## config.mk

```make
export PLATFORM = sky130hd
export DESIGN_NAME = bs3_mean
export DESIGN_NICKNAME = d
export VERILOG_FILES = /design/src/bs3_pkg.sv /design/src/bs3_mean.sv
export SDC_FILE = /design/constraint.sdc
export NUM_CORES = 2
export LEC_CHECK = 0
export ABC_CLOCK_PERIOD_IN_PS = 12230
export BUFFER_PORTS_ARGS = -buffer_cell sky130_fd_sc_hd__buf_2
export CORE_AREA = 2 2 413 415
export DETAILED_ROUTE_END_ITERATION = 6
export DIE_AREA = 0 0 415 417
export MAX_ROUTING_LAYER = met4
export SETUP_SLACK_MARGIN = 0.5
export SLEW_MARGIN = 0
export SYNTH_ARGS = -nofsm -noshare
export SYNTH_HDL_FRONTEND = slang
export SYNTH_SLANG_ARGS = --single-unit
export TNS_END_PERCENT = 1
```

## constraint.sdc

```tcl
create_clock -name clk -period 12.23 [get_ports clk]
set_clock_uncertainty 0.05 [all_clocks]
set_input_delay 2.446 -clock clk [delete_from_list [all_inputs] [get_ports clk]]
set_output_delay 2.446 -clock clk [all_outputs]
set_load 0.05 [all_outputs]
```

## src/bs3_pkg.sv

```systemverilog
// shared types, widths and divider constants for the 3x3 box smoothing filter
`default_nettype none

package bs3_pkg;

  localparam int MAX_DIM_DEFAULT = 1024;
  localparam int SIZE_RESET      = 512;
  localparam int CFG_W           = 11;
  localparam int CHAN_W          = 16;
  localparam int POS_W           = 10;
  localparam int NUM_CH          = 3;
  localparam int WIN_DIM         = 3;

  // channel slots inside a pixel
  localparam int CH_RED   = 0;
  localparam int CH_GREEN = 1;
  localparam int CH_BLUE  = 2;

  // sum of one column of three pixels and of the whole window
  localparam int COL_W = CHAN_W + 2;
  localparam int SUM_W = CHAN_W + 4;

  // division by 1, 3 or 9 as a multiply by a scaled reciprocal, exact below 2**SUM_W
  localparam int RECIP_SHIFT = 24;
  localparam int RECIP_W     = RECIP_SHIFT + 1;
  localparam int PROD_W      = SUM_W + RECIP_W;

  localparam logic [RECIP_W-1:0] RECIP_ONE   = RECIP_W'(1) << RECIP_SHIFT;
  localparam logic [RECIP_W-1:0] RECIP_THIRD = RECIP_W'(5592406);
  localparam logic [RECIP_W-1:0] RECIP_NINTH = RECIP_W'(1864136);

  // power of three in the neighbor count
  localparam logic [1:0] DIV3_NONE  = 2'd0;
  localparam logic [1:0] DIV3_ONCE  = 2'd1;
  localparam logic [1:0] DIV3_TWICE = 2'd2;

  typedef logic [CHAN_W-1:0] chan_t;
  typedef chan_t [NUM_CH-1:0] pix_t;
  typedef pix_t [WIN_DIM-1:0] win_col_t;
  // window cell [a][b] holds the pixel a-2 rows and b-2 columns from the newest one
  typedef win_col_t [WIN_DIM-1:0] win_t;

  // one result request from the window stage to the averaging pipeline
  typedef struct packed {
    logic [WIN_DIM-1:0] row_en;
    logic [WIN_DIM-1:0] col_en;
    logic [POS_W-1:0]   row;
    logic [POS_W-1:0]   col;
    logic               eof;
  } iss_t;

  function automatic logic [RECIP_W-1:0] div_recip(input logic [1:0] k3);
    logic [RECIP_W-1:0] m;
    case (k3)
      DIV3_NONE:  m = RECIP_ONE;
      DIV3_ONCE:  m = RECIP_THIRD;
      DIV3_TWICE: m = RECIP_NINTH;
      default:    m = RECIP_ONE;
    endcase
    return m;
  endfunction

endpackage

`default_nettype wire

```

## src/bs3_mean.sv

```systemverilog
// neighbor sums and division by the neighbor count, with the result register
`default_nettype none

module bs3_mean (
  input  wire logic                        clk,
  input  wire logic                        rst_n,
  input  wire logic                        iss_valid,
  output logic                             iss_ready,
  input  wire bs3_pkg::iss_t               iss,
  input  wire bs3_pkg::win_t               win,
  output logic                             out_valid,
  input  wire logic                        out_stall,
  output bs3_pkg::pix_t                    out_pix,
  output logic [bs3_pkg::POS_W-1:0]        out_row,
  output logic [bs3_pkg::POS_W-1:0]        out_col,
  output logic                             out_eof
);

  import bs3_pkg::*;

  typedef struct packed {
    logic [1:0]       shift;
    logic [1:0]       k3;
    logic [POS_W-1:0] row;
    logic [POS_W-1:0] col;
    logic             eof;
  } meta_t;

  typedef logic [WIN_DIM-1:0][COL_W-1:0] colsums_t;

  logic va_r, vb_r, vc_r;
  logic rdy_b, rdy_c;

  logic [1:0] nr, nc;
  meta_t      meta_now, meta_a_r, meta_b_r;

  colsums_t [NUM_CH-1:0]             colsum_nxt, colsum_a_r;
  logic [WIN_DIM-1:0]                col_en_a_r;
  logic [NUM_CH-1:0][SUM_W-1:0]      total_nxt, total_b_r;

  logic [RECIP_W-1:0]                recip;
  logic [NUM_CH-1:0][PROD_W-1:0]     prod;
  pix_t                              q_pix_r;
  logic [POS_W-1:0]                  q_row_r, q_col_r;
  logic                              q_eof_r;

  assign rdy_c     = !vc_r || !out_stall;
  assign rdy_b     = !vb_r || rdy_c;
  assign iss_ready = !va_r || rdy_b;

  always_ff @(posedge clk) begin
    if (!rst_n) begin
      va_r <= 1'b0;
      vb_r <= 1'b0;
      vc_r <= 1'b0;
    end else begin
      if (iss_ready) begin
        va_r <= iss_valid;
      end
      if (rdy_b) begin
        vb_r <= va_r;
      end
      if (rdy_c) begin
        vc_r <= vb_r;
      end
    end
  end

  // count = rows x cols, split into a power of two and a power of three
  always_comb begin
    nr = 2'd1 + 2'(iss.row_en[1]) + 2'(iss.row_en[0]);
    nc = 2'd1 + 2'(iss.col_en[1]) + 2'(iss.col_en[0]);
    meta_now.shift = 2'(nr == 2'd2) + 2'(nc == 2'd2);
    meta_now.k3    = 2'(nr == 2'd3) + 2'(nc == 2'd3);
    meta_now.row   = iss.row;
    meta_now.col   = iss.col;
    meta_now.eof   = iss.eof;
  end

  // column sums over the rows inside the image
  always_comb begin
    for (int ch = 0; ch < NUM_CH; ch++) begin
      for (int b = 0; b < WIN_DIM; b++) begin
        colsum_nxt[ch][b] = (iss.row_en[0] ? COL_W'(win[0][b][ch]) : '0)
                          + (iss.row_en[1] ? COL_W'(win[1][b][ch]) : '0)
                          + (iss.row_en[2] ? COL_W'(win[2][b][ch]) : '0);
      end
    end
  end

  always_ff @(posedge clk) begin
    if (iss_valid && iss_ready) begin
      colsum_a_r <= colsum_nxt;
      col_en_a_r <= iss.col_en;
      meta_a_r   <= meta_now;
    end
  end

  always_comb begin
    for (int ch = 0; ch < NUM_CH; ch++) begin
      total_nxt[ch] = (col_en_a_r[0] ? SUM_W'(colsum_a_r[ch][0]) : '0)
                    + (col_en_a_r[1] ? SUM_W'(colsum_a_r[ch][1]) : '0)
                    + (col_en_a_r[2] ? SUM_W'(colsum_a_r[ch][2]) : '0);
    end
  end

  always_ff @(posedge clk) begin
    if (va_r && rdy_b) begin
      total_b_r <= total_nxt;
      meta_b_r  <= meta_a_r;
    end
  end

  // truncating divide: shift out the power of two, multiply by the reciprocal of 1, 3 or 9
  assign recip = div_recip(meta_b_r.k3);

  always_comb begin
    for (int ch = 0; ch < NUM_CH; ch++) begin
      prod[ch] = PROD_W'(total_b_r[ch] >> meta_b_r.shift) * PROD_W'(recip);
    end
  end

  always_ff @(posedge clk) begin
    if (vb_r && rdy_c) begin
      for (int ch = 0; ch < NUM_CH; ch++) begin
        q_pix_r[ch] <= prod[ch][RECIP_SHIFT +: CHAN_W];
      end
      q_row_r <= meta_b_r.row;
      q_col_r <= meta_b_r.col;
      q_eof_r <= meta_b_r.eof;
    end
  end

  assign out_valid = vc_r;
  assign out_pix   = q_pix_r;
  assign out_row   = q_row_r;
  assign out_col   = q_col_r;
  assign out_eof   = q_eof_r;

  a_sum_holds: assert property (@(posedge clk) disable iff (!rst_n)
    vb_r && !rdy_c |=> vb_r && $stable(total_b_r) && $stable(meta_b_r))
    else $error("window sum changed while the result register was full");

endmodule

`default_nettype wire

```

==> run metrics <==
chip width=415 um; post-synthesis adder-cell area fraction=0.4674; crit path time final=8607 ps; Hold-fix buffers, CTS=0; Top Ports=534; met2 Usage GRT=0.3754; total core area=168500 um2; setup slack after layout=3623 ps; First-pass DRT Iterations=6; max frequency=0.1162 GHz; drt total wl=178500 um; area grow syn2layout=11.23%; xor/xnor share of the synthesized area=0.05496; Core Rows=151; Post-synth EDFFs=344; Pleak=33.81 nW; CP max FO=36; # H-tree levels=2; PwrDens=317.0 nW/um2; post-synthesis sequential area ratio=0.1767; crit-path most repeated cell=fa_1; Avg Inst Size Synth=9.601 um2; Crit Path Category=reg -> reg; Die Y-Extent=417 um; clock sink total=347; M1 GR Usage=0.2601; peak supply drop=351.2 uV; Place WS=3501 ps; Final Setup Violations=0; via count=42193; share of layout cells above drive strength 1=0.1066; vias per inst=4.759; worst slew pin tran=930.5 ps; Filler Cell Count=17060; synth warn=0; pin count of the biggest net entering global routing=115; syn_nets=8264; RSZ-0062 raised after global routing=no; Placed Instance Area=64020 um2; relative slew slack=0.3797; CP arrival=8930 ps; fin crit share=0.7038; GPL Wtd Cong=0.9876; Netlist cell types=72; Wirelength per Cell=20.14 um; CTS tree=built; Final Cell Area=65420 um2; buffer count from post-CTS setup fixing=0; busiest grt layer=met2; Post-CTS Resized=0; root buffer cell=clkbuf_16; startpoint types=flip-flop; CP Data Required Time=12550 ps; Post-Synth Simple-Gate Area=0.1084; multi-input logic area=42030 um2; DRC violations left=0; Seq. cell area=10390 um2; number of synthesized register bits=347; commonest non-fill, non-tap cell in the layout=inv_1; total track usage=0.2127; mux share of post-synthesis cell area=0.01811; post-synth top area share=0.2955; hold crit path type=reg -> reg; die area=173100 um2; post-route ant nets=0; asr flop ratio synth=0; global-route wire length before repair=270700 um; worst path bufs/invs=6; CTS buffer count=41; flop-to-flop setup slack=3620 ps; slowest cell on the critical path=mux4_2; Slew Viols, Final=0; largest family of logic cells by synthesized area=adder cells; I/O Buffers=533; Starting Density=0.3490; total power=20.73 mW; top cells by area, synth=fa_1 30%, edfxtp_1 18%, ha_1 17%; CP endpoint kind=flip-flop; Critical Path Max Stage Delay=640 ps; Compound-Gate Fraction of Synth Area=0.06538; fin nets=8748; CP top delay family=adder cells; final setup TNS=0 ps; Clock transition at path regs=60 ps; Mapped Area=58810 um2; Synth Instances=6125; outcome=completed; hold slack=360.1 ps; commonest cells after routing, fill and taps aside=1580 x inv_1, 868 x fa_1, 807 x ha_1; initial antenna violation count=14; Yosys top cell by area=fa_1; clock latency at the later pin of the worst-skew pair=630 ps; grt total ovfl=0; endpoints failing hold=0; vias in the first global route=45252; clock buffer depth=3; Top FF cell, synth=edfxtp_1; drt initial violations=2230; M3 GR Usage=0.01854; max_cap viols=0; hpwl dp=159000 um
[routing by layer]
metal | up-vias | part of all wire
met4 | 0 | 0.031
li1 | 20073 | -
met2 | 1072 | 0.50
met1 | 20852 | 0.43
met3 | 196 | 0.038
met5 | - | 0
[power by group]
part | leakage, nW | switching (mW) | internal [mW]
Clock | 0.648 | 0.540 | 0.707
Sequential | 3.31 | 0.138 | 2.18
Combinational | 29.9 | 9.85 | 7.32
[flip-flops by register name (all words and copies together), names as in the netlist]
name,flops
out_col,10
colsum_a_r,162
out_valid,1
out_row,10
meta_b_r,25
vb_r,1
total_b_r,60
col_en_a_r,3
va_r,1
meta_a_r,25
out_pix,48
out_eof,1
[Yosys cell counts, drive strengths merged (15+ instances only)]
master   number
mux4         41
o2111ai      19
o21bai       50
o21a         20
a21o         73
ha          808
and3         31
or2          15
nor2        205
xor2        122
and2        190
inv        1581
nor3         36
nand2       691
a211oi       15
o21ai        99
xnor2       247
nand3        76
edfxtp      344
a31oi        16
a21boi       18
a21oi       178
nand2b       53
fa          868
a31o         15
buf          18
nor2b        62
clkbuf      101
[logic make-up after synthesis]
kind of cell               count (synthesis)
and+or+nand+nor                         1395
adders and majority gates               1676
AOI/OAI and AO/OA                        582
xor gates and xnor gates                 369
buffers and inverters                   1701
muxes                                     55
DFF                                      347
[cell type report]
type,count,area share
antenna,8,0.0003060
clock buffer,53,0.01668
clock inverter,21,0.004304
inverter,1582,0.09078
multi-input combinational,4077,0.6425
sequential,347,0.1588
tap,2218,0.04242
timing repair buffer,560,0.04418
[worst reg2reg max path, delay by kind of cell, from the launching register on]
| kind | cells | cell delay, ps |
|---|---|---|
| compound gates | 8 | 2040 |
| xor+xnor | 1 | 120 |
| fa+ha+maj | 8 | 3650 |
| buf+inv | 6 | 1250 |
| flops | 1 | 320 |
| mux | 1 | 640 |
| simple gates | 2 | 330 |
[path summary, 6_finish.rpt]
path,cells past startpoint,startpoint,endpoint
setup / recovery,26,meta_b_r[23],out_pix[14]
hold / removal,0,meta_a_r[21],meta_b_r[21]
setup reg to reg,26,meta_b_r[23],out_pix[14]
hold reg to reg,0,meta_a_r[21],meta_b_r[21]
[per-stage QoR]
stage,cells,util
after floorplan,6125,-
after global placement,8784,0.3799
after detailed placement,8784,0.3799
after CTS,8858,0.3880
after global routing,8866,0.3882
final,8866,0.3882
(Power assumes the default switching activity.)
